[src/assert_macros.svh]
// Assertion shorthands shared by the RTL. Both sample on clk and are
// switched off while arst_n is low.
`ifndef ASSERT_MACROS_SVH
`define ASSERT_MACROS_SVH

// A property that must hold at every clock edge.
`define ASSERT_ALWAYS(label, prop, msg) \
	label: assert property (@(posedge clk) disable iff (!arst_n) (prop)) else $error(msg);

// A condition that, when seen, must be followed in the next cycle by another.
`define ASSERT_NEXT(label, cond, post, msg) \
	label: assert property (@(posedge clk) disable iff (!arst_n) (cond) |=> (post)) \
		else $error(msg);

`endif

[src/fdf_pkg.sv]
package fdf_pkg;

	localparam int SEQ_W   = 16;
	localparam int LVL_W   = 7;
	localparam int OWN_W   = 8;
	localparam int CNT_W   = 8;
	localparam int MARK_W  = 15;
	localparam int LIMIT_W = 7;
	localparam int IDX_W   = 8;

	localparam logic [MARK_W-1:0]  WRAP_HIGH_RST  = 15'd32000;
	localparam logic [MARK_W-1:0]  WRAP_LOW_RST   = 15'd1000;
	localparam logic [LIMIT_W-1:0] LEVEL_WAIT_RST = 7'd3;
	localparam logic [CNT_W-1:0]   SILENCE_RST    = 8'd3;
	localparam logic [SEQ_W-1:0]   NEWEST_RST     = '1;
	localparam logic [OWN_W-1:0]   LEVEL_UNKNOWN  = '1;
	localparam logic [LVL_W-1:0]   NO_LEVEL       = '1;

	typedef enum logic [IDX_W-1:0] {
		CFG_WRAP_HIGH  = 8'd0,
		CFG_WRAP_LOW   = 8'd1,
		CFG_LEVEL_WAIT = 8'd2
	} cfg_reg_t;

	typedef struct packed {
		logic [MARK_W-1:0]  wrap_high;
		logic [MARK_W-1:0]  wrap_low;
		logic [LIMIT_W-1:0] level_wait;
	} cfg_t;

	// Decision for one packet and the level-tracking state it leaves behind.
	typedef struct packed {
		logic                    fwd;
		logic                    newer;
		logic signed [OWN_W-1:0] node_level;
		logic [CNT_W-1:0]        silence_count;
	} decide_t;

endpackage

[src/flood_duplicate_filter_level_track.sv]
// Flood duplicate filter with tree level tracking. Each request carries a packet's
// sequence number and its sender's tree level; the block answers with one result per
// request: whether the packet should be rebroadcast and the node's own tree level after
// it. A request is registered, decided against the newest sequence number, the recent
// history window and the level counters, and the result is registered for output.
// One request is taken every cycle unless a stalled output holds the decided request
// (in_stall); that rate is set by the update loop on the filter state. Configuration
// writes are always ready and should only be issued while no request is in flight.
`include "assert_macros.svh"

module flood_duplicate_filter_level_track #(
	parameter int WINDOW_BITS = 8
) (
	input  logic                               clk,
	input  logic                               arst_n,
	input  logic                               in_valid,
	output logic                               in_stall,
	input  logic signed [fdf_pkg::SEQ_W-1:0]   seq_number,
	input  logic signed [fdf_pkg::LVL_W-1:0]   sender_level,
	output logic                               out_valid,
	input  logic                               out_stall,
	output logic                               forward_now,
	output logic signed [fdf_pkg::OWN_W-1:0]   own_level,
	input  logic                               cfg_valid,
	output logic                               cfg_ready,
	input  logic [fdf_pkg::IDX_W-1:0]          cfg_index,
	input  logic [fdf_pkg::MARK_W-1:0]         cfg_data
);

	fdf_pkg::cfg_t                      cfg_q;
	logic                               valid_s1;
	logic signed [fdf_pkg::SEQ_W-1:0]   seq_s1;
	logic signed [fdf_pkg::LVL_W-1:0]   lvl_s1;
	logic signed [fdf_pkg::SEQ_W-1:0]   newest_q;
	logic [WINDOW_BITS-1:0]             window_q;
	logic signed [fdf_pkg::OWN_W-1:0]   node_level_q;
	logic [fdf_pkg::CNT_W-1:0]          silence_q;
	logic                               out_valid_q;
	logic                               forward_q;
	logic signed [fdf_pkg::OWN_W-1:0]   own_level_q;
	logic                               advance;
	logic                               commit;
	fdf_pkg::decide_t                   dec;
	logic signed [fdf_pkg::SEQ_W-1:0]   newest_nxt;
	logic [WINDOW_BITS-1:0]             window_nxt;
	fdf_pkg::cfg_reg_t                  cfg_reg;

	assign cfg_ready = 1'b1;
	assign cfg_reg   = fdf_pkg::cfg_reg_t'(cfg_index);

	always_ff @(posedge clk or negedge arst_n) begin
		if (!arst_n) begin
			cfg_q.wrap_high  <= fdf_pkg::WRAP_HIGH_RST;
			cfg_q.wrap_low   <= fdf_pkg::WRAP_LOW_RST;
			cfg_q.level_wait <= fdf_pkg::LEVEL_WAIT_RST;
		end else if (cfg_valid) begin
			case (cfg_reg)
				fdf_pkg::CFG_WRAP_HIGH:  cfg_q.wrap_high  <= cfg_data;
				fdf_pkg::CFG_WRAP_LOW:   cfg_q.wrap_low   <= cfg_data;
				fdf_pkg::CFG_LEVEL_WAIT: cfg_q.level_wait <= cfg_data[fdf_pkg::LIMIT_W-1:0];
				default: ;
			endcase
		end
	end

	// The decided request moves on whenever the result register is free or drained.
	assign advance  = !out_valid_q || !out_stall;
	assign commit   = valid_s1 && advance;
	assign in_stall = valid_s1 && !advance;

	always_ff @(posedge clk or negedge arst_n) begin
		if (!arst_n) begin
			valid_s1 <= 1'b0;
		end else if (!in_stall) begin
			valid_s1 <= in_valid;
		end
	end

	always_ff @(posedge clk) begin
		if (in_valid && !in_stall) begin
			seq_s1 <= seq_number;
			lvl_s1 <= sender_level;
		end
	end

	fdf_decide #(
		.WINDOW_BITS(WINDOW_BITS)
	) u_decide (
		.cfg          (cfg_q),
		.seq          (seq_s1),
		.lvl          (lvl_s1),
		.newest       (newest_q),
		.window       (window_q),
		.node_level   (node_level_q),
		.silence_count(silence_q),
		.dec          (dec),
		.newest_nxt   (newest_nxt),
		.window_nxt   (window_nxt)
	);

	always_ff @(posedge clk or negedge arst_n) begin
		if (!arst_n) begin
			newest_q     <= $signed(fdf_pkg::NEWEST_RST);
			window_q     <= '0;
			node_level_q <= $signed(fdf_pkg::LEVEL_UNKNOWN);
			silence_q    <= fdf_pkg::SILENCE_RST;
		end else if (commit) begin
			newest_q     <= newest_nxt;
			window_q     <= window_nxt;
			node_level_q <= dec.node_level;
			silence_q    <= dec.silence_count;
		end
	end

	always_ff @(posedge clk or negedge arst_n) begin
		if (!arst_n) begin
			out_valid_q <= 1'b0;
		end else if (advance) begin
			out_valid_q <= valid_s1;
		end
	end

	always_ff @(posedge clk) begin
		if (commit) begin
			forward_q   <= dec.fwd;
			own_level_q <= dec.node_level;
		end
	end

	assign out_valid   = out_valid_q;
	assign forward_now = forward_q;
	assign own_level   = own_level_q;

	`ASSERT_NEXT(a_newer_sets_head, commit && dec.newer, (newest_q == $past(seq_s1)) && window_q[0] && forward_q, "newer packet did not become the window head")
	`ASSERT_NEXT(a_dup_keeps_state, commit && !dec.fwd, $stable(newest_q) && $stable(window_q) && $stable(node_level_q) && $stable(silence_q), "duplicate packet changed filter state")
	`ASSERT_NEXT(a_result_level, commit, own_level_q == node_level_q, "reported level differs from tracked level")
	`ASSERT_ALWAYS(a_stall_only_when_full, in_stall == (valid_s1 && out_valid_q && out_stall), "input stalled without a full pipeline")

endmodule

[src/fdf_decide.sv]
module fdf_decide #(
	parameter int WINDOW_BITS = 8
) (
	input  fdf_pkg::cfg_t                          cfg,
	input  logic signed [fdf_pkg::SEQ_W-1:0]       seq,
	input  logic signed [fdf_pkg::LVL_W-1:0]       lvl,
	input  logic signed [fdf_pkg::SEQ_W-1:0]       newest,
	input  logic [WINDOW_BITS-1:0]                 window,
	input  logic signed [fdf_pkg::OWN_W-1:0]       node_level,
	input  logic [fdf_pkg::CNT_W-1:0]              silence_count,
	output fdf_pkg::decide_t                       dec,
	output logic signed [fdf_pkg::SEQ_W-1:0]       newest_nxt,
	output logic [WINDOW_BITS-1:0]                 window_nxt
);

	logic                              wrap;
	logic signed [fdf_pkg::SEQ_W-1:0]  newest_eff;
	logic [WINDOW_BITS-1:0]            win_eff;
	logic [WINDOW_BITS-1:0]            win_shr;
	logic [fdf_pkg::SEQ_W-1:0]         gap;
	logic [fdf_pkg::SEQ_W-1:0]         shift;
	logic                              newer;
	logic                              in_range;
	logic                              fwd;
	logic                              has_lvl;
	logic                              parent;
	logic signed [fdf_pkg::OWN_W:0]    lvl_x;
	logic signed [fdf_pkg::OWN_W:0]    node_x;
	logic [fdf_pkg::CNT_W-1:0]         cnt_inc;
	logic                              adopt;

	// Wraparound: a high newest number and a low incoming one restart the window.
	assign wrap = (newest > $signed({1'b0, cfg.wrap_high}))
		&& (seq < $signed({1'b0, cfg.wrap_low}));
	assign newest_eff = wrap ? seq : newest;
	assign win_eff    = wrap ? '0 : window;

	assign gap      = newest_eff - seq;
	assign newer    = gap[fdf_pkg::SEQ_W-1];
	assign shift    = '0 - gap;
	assign in_range = !newer && (gap < fdf_pkg::SEQ_W'(WINDOW_BITS));
	assign win_shr  = win_eff >> gap;
	assign fwd      = newer || (in_range && !win_shr[0]);

	always_comb begin
		if (!fwd) begin
			window_nxt = win_eff;
			newest_nxt = newest_eff;
		end else if (newer) begin
			// A shift of the full width or more empties the window by itself.
			window_nxt = (win_eff << shift) | WINDOW_BITS'(1);
			newest_nxt = seq;
		end else begin
			window_nxt = win_eff | (WINDOW_BITS'(1) << gap);
			newest_nxt = newest_eff;
		end
	end

	assign has_lvl = (lvl != $signed(fdf_pkg::NO_LEVEL));
	assign lvl_x   = {{(fdf_pkg::OWN_W + 1 - fdf_pkg::LVL_W){lvl[fdf_pkg::LVL_W-1]}}, lvl};
	assign node_x  = {node_level[fdf_pkg::OWN_W-1], node_level};
	assign parent  = (lvl_x == node_x - 9'sd1);
	assign cnt_inc = silence_count + fdf_pkg::CNT_W'(1);
	assign adopt   = cnt_inc > {1'b0, cfg.level_wait};

	always_comb begin
		dec.fwd           = fwd;
		dec.newer         = newer;
		dec.node_level    = node_level;
		dec.silence_count = silence_count;
		if (fwd && has_lvl) begin
			if (parent) begin
				dec.silence_count = '0;
			end else if (adopt) begin
				// Sender levels stop at 63, so the new level never reaches saturation.
				dec.node_level    = lvl_x[fdf_pkg::OWN_W-1:0] + fdf_pkg::OWN_W'(1);
				dec.silence_count = '0;
			end else begin
				dec.silence_count = cnt_inc;
			end
		end
	end

endmodule

[config.mk]
export PLATFORM = sky130hd
export DESIGN_NAME = flood_duplicate_filter_level_track
export DESIGN_NICKNAME = d
export VERILOG_FILES = /design/src/fdf_pkg.sv /design/src/flood_duplicate_filter_level_track.sv /design/src/fdf_decide.sv
export VERILOG_INCLUDE_DIRS = /design/src /design/src/src
export SDC_FILE = /design/constraint.sdc
export NUM_CORES = 1
export LEC_CHECK = 0
export BUFFER_PORTS_ARGS = -buffer_cell sky130_fd_sc_hd__buf_2
export CAP_MARGIN = 20
export CORE_MARGIN = 3
export CORE_UTILIZATION = 55
export CTS_CLUSTER_SIZE = 12
export DETAILED_ROUTE_END_ITERATION = 7
export MAX_ROUTING_LAYER = met4
export PLACE_DENSITY = 0.81
export RECOVER_POWER = 100
export SLEW_MARGIN = 5
export SYNTH_ARGS = -nofsm -noshare
export SYNTH_HDL_FRONTEND = slang
export SYNTH_SLANG_ARGS = --single-unit
[constraint.sdc]
create_clock -name clk -period 5.8 [get_ports clk]
set_input_delay 0 -clock clk [delete_from_list [all_inputs] [get_ports clk]]
set_output_delay 0 -clock clk [all_outputs]
set_load 0.02 [all_outputs]
Word level (Yosys, flattened, before mapping) --
Index checks and enable logic that the tools add are counted. W data, S select, Z words.
Operators by class: add/sub/neg operators 5, multiply operators 0, divide/modulo/power cells 0, magnitude comparators 4, equal/unequal tests 4, shift operators 3, multiplexer cells 11, bitwise gates (word level) 1, reduce and logical (&&, ||, !) cells 20
Operators with widths (number):
- $mux W16 | 4
- $mux W8 | 7
- $gt A16 B16 Y1 | 1
- $lt A16 B16 Y1 | 1
- $lt A16 B4 Y1 const B | 1
- $shl A1 B16 Y8 const A | 1
- $shl A8 B16 Y8 | 1
- $shr A8 B16 Y1 | 1
- $sub A1 B16 Y16 const A | 1
- $sub A16 B16 Y16 | 1
- $eq A7 B9 Y1 | 1
- $sub A8 B2 Y9 const B | 1
- $add A7 B2 Y8 const B | 1
- $add A8 B1 Y8 const B | 1
- $eq A8 B1 Y1 const B | 1
- $eq A8 B2 Y1 const B | 1
- $gt A8 B7 Y1 | 1
- $logic_not A8 Y1 | 1
- $or A8 B8 Y8 | 1
- $reduce_and A2 Y1 | 4
- $logic_and A1 B1 Y1 | 7
- $ne A7 B1 Y1 const B | 1
- $logic_not A1 Y1 | 6
- $logic_or A1 B1 Y1 | 2
Word-level totals: bits in registers 111, bits in latches 0, RAM bits 0, memory bits (read-only) 0, logic and storage cells 61, memories kept 0

Longest topological paths before layout --
word-level depth 10, depth in mapped cells 25

Hierarchy --
From an unflattened synthesis, not the netlist that was laid out.
Unflattened totals: cell total of the unflattened synthesis 784, area total of the unflattened synthesis 7891.3 µm²
By module, submodules not included:
- flood_duplicate_filter_level_track | instances 1, cells each 209, area each 4056.4 µm², sequential area each 2987.9 µm²
- fdf_decide | instances 1, cells each 575, area each 3834.9 µm², sequential area each 0.0 µm²

Worst setup path before layout --
Ideal clock, no wire load.
kind register to register, from reg cfg_q[35] (netlist name), to reg own_level_q (netlist bit own_level[1]) (data pin), arrival 5.399 ns, required time 5.540 ns, setup slack 0.141 ns, cell stages (with the launch flop) 23, path buffers 3, period minus slack after synthesis 5.659 ns, cells stage by stage dfstp_2 > inv_1 > ha_1 > and4b_1 > nand3_2 > or4_4 > o31ai_4 > nor2_1 > o21ai_1 > clkbuf_1 > clkbuf_1 > o21ai_0 > ha_1 > clkbuf_1 > a21o_1 > or3_1 > o211ai_2 > and4_1 > nand3b_2 > a211oi_4 > o21ai_4 > nor2_2 > mux2_2
RTL lines:
- start, declared | line flood_duplicate_filter_level_track.sv:30 | fdf_pkg::cfg_t cfg_q;
- end signal, assigned | line flood_duplicate_filter_level_track.sv:126 | own_level_q <= dec.node_level;
- end, declared | line flood_duplicate_filter_level_track.sv:40 | logic signed [fdf_pkg::OWN_W-1:0] own_level_q;

==> results_dict.tcl <==
set metrics [dict create \
    status "finished, violations left" \
    violations_in_the_final_reports "capacitance limit, slew limit" \
    clock_path_buffers 2 \
    grt_first_pass_wirelength_microns 28900 \
    worst_slew_margin_rel_pct -109 \
    largest_family_of_logic_cells_by_synthesized_area "compound AO/OA/AOI/OAI gates" \
    io-pin-count 63 \
    grt_pass1_vias 6047 \
    avgViaCountPerCell 5.85 \
    num_vias 6180 \
    post_synth_mux_area_share_pct 9.52 \
    top_layer "met4" \
    worstMarginPinSlew_ns 3.13 \
    synth_adder_area_share_pct 9.29 \
    syn_nets 880 \
    synth_flop_type "sky130_fd_sc_hd__dfstp_2" \
    initial_utilization_pct 56.9 \
    die_w_microns 124 \
    dp_cells 995 \
    fillerInstances 1040 \
    area_of_the_die_sq_um 15300 \
    final.hold.worst_slack_ns 0.249 \
    cellLeakagePower_uw 0.00383 \
    layout_worst_path_cycle_share_pct 95.0 \
    syn-instance-count 773 \
    sequential_cell_area_sq_um 2990 \
    core_area_sq_um 13400 \
    port_buffers 61 \
    first_iter_violations 371 \
    wire_length_on_met2_microns 8970 \
    synth_warnings 0 \
    setup.worst_path.start_class "register" \
    nets 983 \
    first_pass_iters 5 \
    path_max_fanout 7 \
    clk_pin_slew_ns 0.07 \
    cts_tree "yes" \
    drc 0 \
    gp_congestion 0.908 \
    drt-met1-wl_microns 7470 \
    final_core_utilization_pct 66.5 \
    overflow 0 \
    hold_viol 0 \
    timing_worst_setup_path_type "reg2reg" \
    fp.dieH_microns 124 \
    cap_violations 1 \
    grt_start_max_net_pins 60 \
    synthesis.area_per_instance_sq_um 9.86 \
    clock_latency_ns 0.36 \
    yosys.area_share.simple_pct 15.9 \
    area_growth_syn_to_layout_pct 16.8 \
    timing_max_transition_violations_final 60 \
    num_antenna_cells 0 \
    routed_wl_microns 17700 \
    max_freq_mhz 182 \
    rows 42 \
    cts-root-buf "sky130_fd_sc_hd__clkbuf_16" \
    footprint_of_the_multi_input_gates_sq_um 4340 \
    synth_async_sr_flop_share_pct 71.2 \
    clock_sink_count 111 \
    yosysSeqAreaShare_pct 39.2 \
    setup.reg_to_reg.worst_slack_ns 0.29 \
    synth_edf_count 32 \
    fin_skew_ns 0.00773 \
    yosysUniqueCellTypes 92 \
    finalNonFillerCells 1057 \
    synth_compound_gate_area_share_pct 17.8 \
    detailed_place_hpwl_microns 12400 \
    cp.required_ns 5.91 \
    share_of_cells_above_drive_strength_1_pct 23.5 \
    worstHoldPathType "in2reg" \
    grtUsageTotal_pct 24.7 \
    ant_nets 0 \
    average_routed_wire_per_standard_cell_microns 16.7 \
    worstPathArrival_ns 5.62 \
    grt_antenna_before_repair 0 \
    yosys.area_share.xor_xnor_pct 3.46 \
    numCtsBuffers 9 \
    htree_levels 3 \
    syn_area_sq_um 7620 \
    power-per-cell-area_nw_per_um2 502 \
    route.met3.wl_microns 851 \
    max-vdd-ir-drop_v 0.000366 \
    post-route-min-period_ns 5.51 \
    ys_ff_latch 111 \
    finalSetupViolations 0 \
    setup.worst_path.end_class "register" \
]
==> cell usage in the layout, fill, tap and decap left out, types with 11 or more instances in the layout <==
cell type                       count
sky130_fd_sc_hd__nor2_1            40
sky130_fd_sc_hd__dfrtp_1           39
sky130_fd_sc_hd__clkbuf_1          19
sky130_fd_sc_hd__xnor2_1           19
sky130_fd_sc_hd__buf_4             11
sky130_fd_sc_hd__nand2b_1          13
sky130_fd_sc_hd__nand3_1           20
sky130_fd_sc_hd__dlygate4sd3_1     42
sky130_fd_sc_hd__nand2_1           86
sky130_fd_sc_hd__clkbuf_16         11
sky130_fd_sc_hd__o21ai_0           60
sky130_fd_sc_hd__ha_1              54
sky130_fd_sc_hd__a21o_1            17
sky130_fd_sc_hd__inv_1             60
sky130_fd_sc_hd__dfstp_2           40
sky130_fd_sc_hd__mux2_2            41
sky130_fd_sc_hd__buf_2             46
sky130_fd_sc_hd__nand4_1           11
sky130_fd_sc_hd__edfxtp_1          32
sky130_fd_sc_hd__a21oi_1           38
==> registers in the layout, summed over array words and instances, names as in the netlist <==
signal        cells
lvl_s1            7
own_level         8
silence_q         8
window_q          8
valid_s1          1
cfg_q            37
out_valid         1
forward_now       1
seq_s1           16
newest_q         16
node_level_q      8
==> area by class of cell <==
class / count / share of cell area (%)
Clock buffer: 12 / 3.13
Clock inverter: 4 / 0.365
Inverter: 61 / 2.57
Multi-Input combinational cell: 575 / 48.7
Sequential cell: 111 / 33.5
Tap cell: 176 / 2.47
Timing Repair Buffer: 118 / 9.21
==> power by group <==
part	total [uW]	switching, uW	internal, uW	leakage, uW
logic	2630	1520	1100	0.00246
clock network	638	290	348	0.000151
registers	1210	149	1060	0.00122
==> critical path, cell delays in order, from the launching register on <==
cell and delay (ns):
sky130_fd_sc_hd__dfstp_2 0.52, sky130_fd_sc_hd__inv_1 0.05, sky130_fd_sc_hd__ha_1 0.28, sky130_fd_sc_hd__and4b_1 0.23, sky130_fd_sc_hd__nand3_2 0.17, sky130_fd_sc_hd__or4_4 0.59, sky130_fd_sc_hd__o31ai_4 0.10, sky130_fd_sc_hd__nor2_4 0.08
sky130_fd_sc_hd__o21a_2 0.16, sky130_fd_sc_hd__mux2i_1 0.13, sky130_fd_sc_hd__ha_1 0.23, sky130_fd_sc_hd__fa_1 0.44, sky130_fd_sc_hd__nor2b_4 0.21, sky130_fd_sc_hd__o31a_1 0.21, sky130_fd_sc_hd__o2111ai_2 0.18, sky130_fd_sc_hd__a21oi_1 0.26
sky130_fd_sc_hd__nor4_2 0.09, sky130_fd_sc_hd__nand3b_2 0.27, sky130_fd_sc_hd__a211oi_4 0.28, sky130_fd_sc_hd__o21ai_4 0.14, sky130_fd_sc_hd__nor2_4 0.24, sky130_fd_sc_hd__mux2_2 0.37
==> through the flow <==
step | total power [uW] | TNS, ns | cell area, sq um | setup slack [ns]
final | 4470 | 0 | 8910 | 0.291
after global routing | 4810 | -0.359 | 8910 | -0.0567
after CTS | 4400 | 0 | 8850 | 0.0735
after detailed placement | 3720 | 0 | 8120 | 0.109
after global placement | 3680 | 0 | 8120 | 0.280
after floorplan | 3180 | 0 | 7620 | 0.141
==> repair_timing <==
action | CTS | global route
hold buffers | 42 | 0
gates resized for setup | 0 | 11
hold endpoints to repair | 82 | 0
setup buffers | 0 | 2
endpoints found under the setup margin | 0 | 31
==> kinds of logic after synthesis <==
kind of cell    after synthesis
xor+xnor                     28
mux                          59
flops                       111
compound gates              193
buf+inv                      88
simple gates                237
other cells                   1
fa+ha+maj                    56
==> cell usage after synthesis, types with 4 or more instances <==
cell,instances,area (sq um)
sky130_fd_sc_hd__nand2_1,86,323
sky130_fd_sc_hd__o21ai_0,61,305
sky130_fd_sc_hd__inv_1,60,225
sky130_fd_sc_hd__ha_1,55,688
sky130_fd_sc_hd__mux2_2,41,462
sky130_fd_sc_hd__nor2_1,41,154
sky130_fd_sc_hd__dfstp_2,40,1050
sky130_fd_sc_hd__dfrtp_1,39,976
sky130_fd_sc_hd__a21oi_1,38,190
sky130_fd_sc_hd__edfxtp_1,32,961
sky130_fd_sc_hd__nand3_1,20,100
sky130_fd_sc_hd__xnor2_1,19,166
sky130_fd_sc_hd__a21o_1,17,128
sky130_fd_sc_hd__clkbuf_1,17,63.8
sky130_fd_sc_hd__nand2b_1,13,81.3
sky130_fd_sc_hd__nand4_1,11,68.8
sky130_fd_sc_hd__nor3_1,11,55.1
sky130_fd_sc_hd__nor2b_1,10,62.6
sky130_fd_sc_hd__o211ai_1,9,67.6
sky130_fd_sc_hd__and2_1,8,50.1
sky130_fd_sc_hd__xor2_1,8,70.1
sky130_fd_sc_hd__and3_1,7,43.8
sky130_fd_sc_hd__mux2i_1,7,70.1
sky130_fd_sc_hd__mux2_4,6,90.1
sky130_fd_sc_hd__a211oi_1,5,37.5
sky130_fd_sc_hd__a31oi_1,5,31.3
sky130_fd_sc_hd__buf_2,5,25.0
sky130_fd_sc_hd__o21a_1,5,37.5
sky130_fd_sc_hd__o21ai_1,5,25.0
sky130_fd_sc_hd__mux4_2,4,90.1
sky130_fd_sc_hd__nand4b_1,4,35.0
==> metal layers <==
metal  vias up  track usage, %
met5         -               -
met4         0            6.16
met3        33            5.04
met2       180            43.0
met1      2972            29.4
li1       2995               -
==> path summary, 6_finish.rpt <==
kind | from | endpoint | depth (start not counted)
worst max-delay path | cfg_q[36]$_DFFE_PN1P_ | own_level[7]$_DFFE_PP_ | 21
worst min-delay path | cfg_index[1] | cfg_q[2]$_DFFE_PN0P_ | 3
worst max register to register | cfg_q[36]$_DFFE_PN1P_ | own_level[7]$_DFFE_PP_ | 21
worst min register to register | newest_q[8]$_DFFE_PN1P_ | newest_q[8]$_DFFE_PN1P_ | 2
max in group asynchronous | arst_n | cfg_q[20]$_DFFE_PN0P_ | 3
min in group asynchronous | arst_n | window_q[6]$_DFFE_PN0P_ | 2
(Power assumes the default switching activity.)
